File: src/mafs_pkg.sv
`default_nettype none

package mafs_pkg;

  // field widths
  localparam int unsigned NumFeaturesDefault = 1024;
  localparam int unsigned IdxW   = 10;
  localparam int unsigned ValW   = 32;
  localparam int unsigned OutW   = 18;
  localparam int unsigned QuotW  = 16;

  // packed stream widths
  localparam int unsigned InDataW  = 48;
  localparam int unsigned OutDataW = 24;

  // action codes carried in tuser
  localparam logic ActAccum = 1'b0;
  localparam logic ActScale = 1'b1;

  // request to the shared divide / compare unit
  typedef struct packed {
    logic            start;
    logic            cmp_only;
    logic [ValW-1:0] dividend;
    logic [ValW-1:0] divisor;
  } div_req_t;

  // answer of the shared unit, valid for one cycle when done is high
  typedef struct packed {
    logic             done;
    logic             sat;
    logic [QuotW-1:0] quot;
  } div_res_t;

endpackage

`default_nettype wire

File: src/mafs_divider.sv
`default_nettype none

// restoring divider, one quotient bit per cycle; first cycle is a plain
// magnitude compare which also serves the maximum update
module mafs_divider import mafs_pkg::*; (
  input  wire logic     clk_i,
  input  wire logic     rst_ni,
  input  wire div_req_t req_i,
  output div_res_t      res_o
);

  localparam int unsigned CntW = (QuotW > 1) ? $clog2(QuotW) : 1;

  typedef enum logic [1:0] {
    DV_IDLE,
    DV_CMP,
    DV_STEP
  } dv_state_e;

  dv_state_e       state_q;
  logic [ValW:0]   rem_q;
  logic [ValW-1:0] div_q;
  logic            cmp_only_q;
  logic [CntW-1:0] cnt_q;
  logic [QuotW-1:0] quot_q;
  logic            done_q;
  logic            sat_q;

  logic [ValW:0] div_ext;
  logic          ge_now;
  logic [ValW:0] shifted;
  logic [ValW:0] diff;
  logic          step_ge;

  // shared compare / subtract datapath
  always_comb begin
    div_ext = {1'b0, div_q};
    ge_now  = (rem_q >= div_ext);
    shifted = {rem_q[ValW-1:0], 1'b0};
    step_ge = (shifted >= div_ext);
    diff    = shifted - div_ext;
  end

  // sequencer
  always_ff @(posedge clk_i or negedge rst_ni) begin
    if (!rst_ni) begin
      state_q <= DV_IDLE;
      done_q  <= 1'b0;
      sat_q   <= 1'b0;
      cnt_q   <= '0;
    end else begin
      done_q <= 1'b0;
      case (state_q)
        DV_IDLE: begin
          if (req_i.start) begin
            state_q <= DV_CMP;
          end
        end
        DV_CMP: begin
          sat_q <= ge_now;
          cnt_q <= '0;
          if (ge_now || cmp_only_q) begin
            done_q  <= 1'b1;
            state_q <= DV_IDLE;
          end else begin
            state_q <= DV_STEP;
          end
        end
        DV_STEP: begin
          cnt_q <= cnt_q + 1'b1;
          if (cnt_q == CntW'(QuotW - 1)) begin
            done_q  <= 1'b1;
            state_q <= DV_IDLE;
          end
        end
        default: begin
          state_q <= DV_IDLE;
        end
      endcase
    end
  end

  // operand and partial remainder registers
  always_ff @(posedge clk_i) begin
    if (state_q == DV_IDLE && req_i.start) begin
      rem_q      <= {1'b0, req_i.dividend};
      div_q      <= req_i.divisor;
      cmp_only_q <= req_i.cmp_only;
      quot_q     <= '0;
    end else if (state_q == DV_STEP) begin
      rem_q  <= step_ge ? diff : shifted;
      quot_q <= {quot_q[QuotW-2:0], step_ge};
    end
  end

  assign res_o.done = done_q;
  assign res_o.sat  = sat_q;
  assign res_o.quot = quot_q;

endmodule

`default_nettype wire

File: config.mk
export PLATFORM = sky130hd
export DESIGN_NAME = mafs_divider
export DESIGN_NICKNAME = d
export VERILOG_FILES = /design/src/mafs_pkg.sv /design/src/mafs_divider.sv
export SDC_FILE = /design/constraint.sdc
export NUM_CORES = 1
export LEC_CHECK = 0
export BUFFER_PORTS_ARGS = -buffer_cell sky130_fd_sc_hd__buf_2
export CORE_ASPECT_RATIO = 1.4
export CORE_UTILIZATION = 41
export CTS_CLUSTER_DIAMETER = 40
export DETAILED_ROUTE_END_ITERATION = 10
export PLACE_DENSITY = 0.65
export SYNTH_ARGS = -nofsm -noshare
export SYNTH_HDL_FRONTEND = slang
export SYNTH_SLANG_ARGS = --single-unit
File: constraint.sdc
create_clock -name clk_i -period 3.9 [get_ports clk_i]
set_input_delay 0.78 -clock clk_i [delete_from_list [all_inputs] [get_ports clk_i]]
set_output_delay 0.78 -clock clk_i [all_outputs]
set_load 0.005 [all_outputs]
-- Word level (Yosys, flattened, before mapping)
Index checks and enable logic that the tools add are counted.
- bits of input ports: 68
- register bits: 90
- output and inout bits: 18
- logic and storage cells: 35
- reductions and logical operators: 6
- mux-type cells: 11
- $add $sub $neg: 2
- $lt $le $gt $ge: 2
- eq/ne operators: 5
- operators by type and width (operator ; number):
    $ge 33x32->1 ; 2
    $mux 32 ; 2
    $mux 33 ; 1
    $sub 33x32->33 ; 1
    $pmux 4 s2 ; 1
    $mux 2 ; 3
    $pmux 2 s3 ; 1
    $add 4x1->4 const B ; 1
    $eq 4x4->1 const B ; 1
    $ne 2x2->1 const B ; 2
    $reduce_bool 2->1 ; 2
    $eq 2x1->1 const B ; 1
    $eq 2x2->1 const B ; 1
    $logic_not 2->1 ; 1
    $mux 1 ; 2
    $pmux 1 s2 ; 1
    $reduce_and 2->1 ; 1
    $logic_and 1x1->1 ; 1
    $logic_or 1x1->1 ; 1

-- Depth between registers and ports, before layout
- word-level depth: 4
- depth in mapped cells: 14
- gate-level depth less buffers: 11

-- Worst setup path after synthesis
No wires, ideal clock.
- path kind: flip-flop to flip-flop
- from: reg rem_q[6]
- to: reg rem_q[30], data pin
- cell stages (with the launch flop): 10
- library setup time: 0.271 ns
- buffers on the path: 0
- setup slack: 1.066 ns
- required time: 3.629 ns
- arrival time: 2.563 ns
- period minus slack after synthesis: 2.834 ns
- path through: edfxtp_1 ha_1 a21o_1 a221oi_1 and2b_1 a21oi_2 a2111o_1 a311o_1 a211oi_2 nor3_1
- word-level cells in the longest chain between the ends: 4
- elaborated cells between the ends (all ways): 5
- classes of those cells: 1 x add/sub; 1 x order compare; 3 x mux
- RTL lines (element ; RTL line ; text):
    from (decl) ; mafs_divider.sv:21 ; logic [ValW:0] rem_q;
    from (signal assigned) ; mafs_divider.sv:86 ; rem_q <= {1'b0, req_i.dividend};
    from (signal assigned) ; mafs_divider.sv:91 ; rem_q <= step_ge ? diff : shifted;
    $sub 33x32->33 / $ge 33x32->1 (equally long branches) ; mafs_divider.sv:41, mafs_divider.sv:40 ;
    $mux 33 (*) ; mafs_divider.sv:91 ;
    $mux 32 (*) ; mafs_divider.sv:90 ; end else if (state_q == DV_STEP) begin
    $mux 32 (*) ; mafs_divider.sv:85 ; if (state_q == DV_IDLE && req_i.start) begin
Mark *: on every way between the ends. The rest lies on a longest branch, timed or not. The select of a mux whose other input is x is not followed.
A chain may end at the register's enable or synchronous reset.

-- Final worst setup path
- from: reg div_q[1]
- to: reg rem_q[16], data pin
- word-level cells in the longest chain between the ends: 4
- elaborated cells between the ends (all ways): 5
- classes of those cells: 1 x add/sub; 1 x order compare; 3 x mux
- RTL lines (element ; RTL line ; text):
    from (decl) ; mafs_divider.sv:22 ; logic [ValW-1:0] div_q;
    from (signal assigned) ; mafs_divider.sv:87 ; div_q <= req_i.divisor;
    $sub 33x32->33 / $ge 33x32->1 (equally long branches) ; mafs_divider.sv:41, mafs_divider.sv:40 ;
    $mux 33 (*) ; mafs_divider.sv:91 ;
    $mux 32 (*) ; mafs_divider.sv:90 ;
    $mux 32 (*) ; mafs_divider.sv:85 ;
Marks and branches as above.

==> results_dict.tcl <==
set metrics [dict create \
    run_status "finished clean" \
    postSynthCellCount 672 \
    synth_top_area_cell "edfxtp_1" \
    synth_area_mm2 0.00643 \
    drtAntennaViolNets 0 \
    area_growth_pct 12.9 \
    synth_area_leaders "edfxtp_1 (30%), ha_1 (13%), dfxtp_1 (5.3%)" \
    first_iter_violations 274 \
    nFillCells 1426 \
    synth_edf_count 65 \
    die_area_mm2 0.0162 \
    yosysWarningCount 0 \
    powerDensity_mw_per_mm2 955 \
    timing.final.ws_setup_ns 0.563 \
    grt_max_degree 50 \
    cts_buffers 9 \
    synth_nets 809 \
    tns_ns 0 \
    nets 884 \
    wire_per_inst_um 16.8 \
    die_w_um 108 \
    num_vias 5271 \
    r2r_slack_ns 0.56 \
    via_per_inst 5.58 \
    grt_usage 0.204 \
    p_leak_nw 3.21 \
    fmax_mhz 300 \
    diodes 0 \
    synth_common_cells "ha_1 (68), a21oi_1 (66), edfxtp_1 (65), nor2_1 (57), inv_1 (53)" \
    setup_viol 0 \
    final_core_util 0.478 \
    drc 0 \
    max-vdd-ir-drop_uv 337 \
    post-route-min-period_ns 3.34 \
    clk_latency_ns 0.35 \
    post_dp_cell_area_mm2 0.00696 \
    drv_slew 0 \
    ioPinCount 86 \
    io_buffer_count 85 \
    rows 53 \
    critical_path_peak_fanout 27 \
    fin_skew_ns 0.00828 \
    placedCellCount 928 \
    grt_pass1_vias 5439 \
    worst_setup_path_end_kind "flip-flop" \
    post-place-ws_ns 0.612 \
    ys_ff_latch 90 \
    ctsHoldBuffers 0 \
    maxCapViolations 0 \
    cpLargestDelayFamily "compound AO/OA/AOI/OAI gates" \
    start_util 0.423 \
    path_clk_slew_ns 0.08 \
    core_region_area_mm2 0.0152 \
    async_flop_share 0.0889 \
    crit_arrival_ns 3.44 \
    cp_slowest_cell "edfxtp_1" \
    cts_tree "built" \
    cts_buffer_depth 2 \
    worstPathRequired_ns 4.00 \
    cts-resized-gates 0 \
    seq_area_frac_synth 0.388 \
    synthFlopType "edfxtp_1" \
    layout.cells.non_filler 944 \
    max_slew_margin 0.588 \
    yosys.cell_count.top_type "ha_1" \
    cp-start-kind "flip-flop" \
    postCtsSetupBuffers 0 \
    overflow 0 \
    htreeDepth 3 \
    dr.pass1.iters 4 \
    criticalPathCategory "reg2reg" \
    hold_path_class "in2async" \
    avgSynthCellArea_um2 9.57 \
    design_area_mm2 0.00726 \
    path_cells "inv_1 > ha_1 > nor2b_1 > o31a_1 > o31ai_1 > a21oi_1 > o211ai_2 > and2_1 > buf_4 > nor2_1 > a221o_1" \
    cts_sinks 90 \
    fin_crit_sh 0.856 \
    antenna_found_initial 0 \
    synth_cell_type_count 69 \
    rsz0062_at_grt "false" \
    critPathBufInv 2 \
    wl_um 15900 \
    yosysTopAreaCellShare 0.304 \
    grt_pass1_wl_um 25800 \
    clk_root_buffer_cell "clkbuf_16" \
    tightest_slew_ns 0.611 \
    globalplace.congestion 0.937 \
    dp_hpwl_um 12000 \
    finalHoldViolations 0 \
    max_stage_delay_ns 0.42 \
    drive_gt1_frac 0.164 \
    die_h_um 150 \
]
-- power breakdown --
part | leakage [nW] | switching, W | internal [W] | total (W)
registers | 0.858 | 0.000210 | 0.00153 | 0.00174
clock network | 0.147 | 0.000435 | 0.000452 | 0.000887
logic | 2.21 | 0.00253 | 0.00177 | 0.00430
-- logic make-up after synthesis --
kind of cell / after synthesis / synth area share
and+or+nand+nor: 178 / 0.131
muxes: 33 / 0.0516
DFF: 90 / 0.388
adders and majority gates: 69 / 0.135
xor gates and xnor gates: 24 / 0.0327
buffers and inverters: 82 / 0.0613
AOI/OAI and AO/OA: 196 / 0.200
-- final timing paths --
| path | from | endpoint | cells past startpoint |
|---|---|---|---|
| max | div_q[1] | rem_q[16] | 11 |
| min | rst_ni | done_q | 1 |
| max reg2reg | div_q[1] | rem_q[16] | 11 |
| min reg2reg | cmp_only_q | state_q[1] | 1 |
| max in group asynchronous | rst_ni | cnt_q[3] | 1 |
| min in group clk_i | cmp_only_q | state_q[1] | 1 |
-- worst register-to-register path: stages (launching register included) --
cell and delay, ns:
edfxtp_1 0.42, inv_1 0.10, ha_1 0.24, nor2b_1 0.14, o31a_1 0.29, o31ai_1 0.34
a21oi_1 0.21, o211ai_2 0.34, and2_1 0.19, buf_4 0.36, nor2_1 0.13, a221o_1 0.32
-- state kept, by name (all words and copies together) (netlist names) --
register,count
cmp_only_q,1
cnt_q,4
div_q,32
done_q,1
quot_q,16
rem_q,33
sat_q,1
state_q,2
-- routing by layer --
layer	routed length, um	global-route usage	vias to the layer above
li1	-	-	2619
met1	6470	0.226	2498
met2	8220	0.372	120
met3	670	0.0338	34
met4	521	0.0986	0
met5	0	0	-
-- cells in the final DEF (no fill, tap or decap), types with 5 or more instances in the layout --
cell	Yosys	layout
xnor2_1	17	17
xor2_1	7	7
o21ai_0	33	33
nand4_1	9	9
a211oi_1	9	9
nand2_1	46	45
nand3_1	15	15
a31oi_1	6	6
ha_1	68	68
buf_2	6	85
edfxtp_1	65	65
a21o_1	23	23
and3_1	7	7
mux2i_1	32	32
o211ai_1	7	7
dfxtp_1	17	17
buf_4	3	8
nand2b_1	7	7
or3_1	6	6
nor2_1	57	57
a21oi_1	66	66
nor3_1	9	9
clkbuf_16	0	9
dfrtp_1	8	8
o21bai_1	5	5
inv_1	53	52
-- layout make-up --
class / instances / area, um^2 / area share
Timing Repair Buffer: 93 / 485 / 0.0669
Multi-Input combinational cell: 500 / 3540 / 0.489
Sequential cell: 90 / 2490 / 0.344
Tap cell: 192 / 240 / 0.0331
Clock inverter: 7 / 68.8 / 0.00948
Clock buffer: 9 / 225 / 0.0310
Inverter: 53 / 199 / 0.0274
-- metrics by stage --
step	hold WS, ns	total power, W
after global routing	0.261	0.00751
after floorplan	0.436	0.00510
after global placement	0.455	0.00590
after detailed placement	0.472	0.00601
final	0.261	0.00693
after CTS	0.254	0.00694
Note: power is estimated with default switching activity, not from simulation.
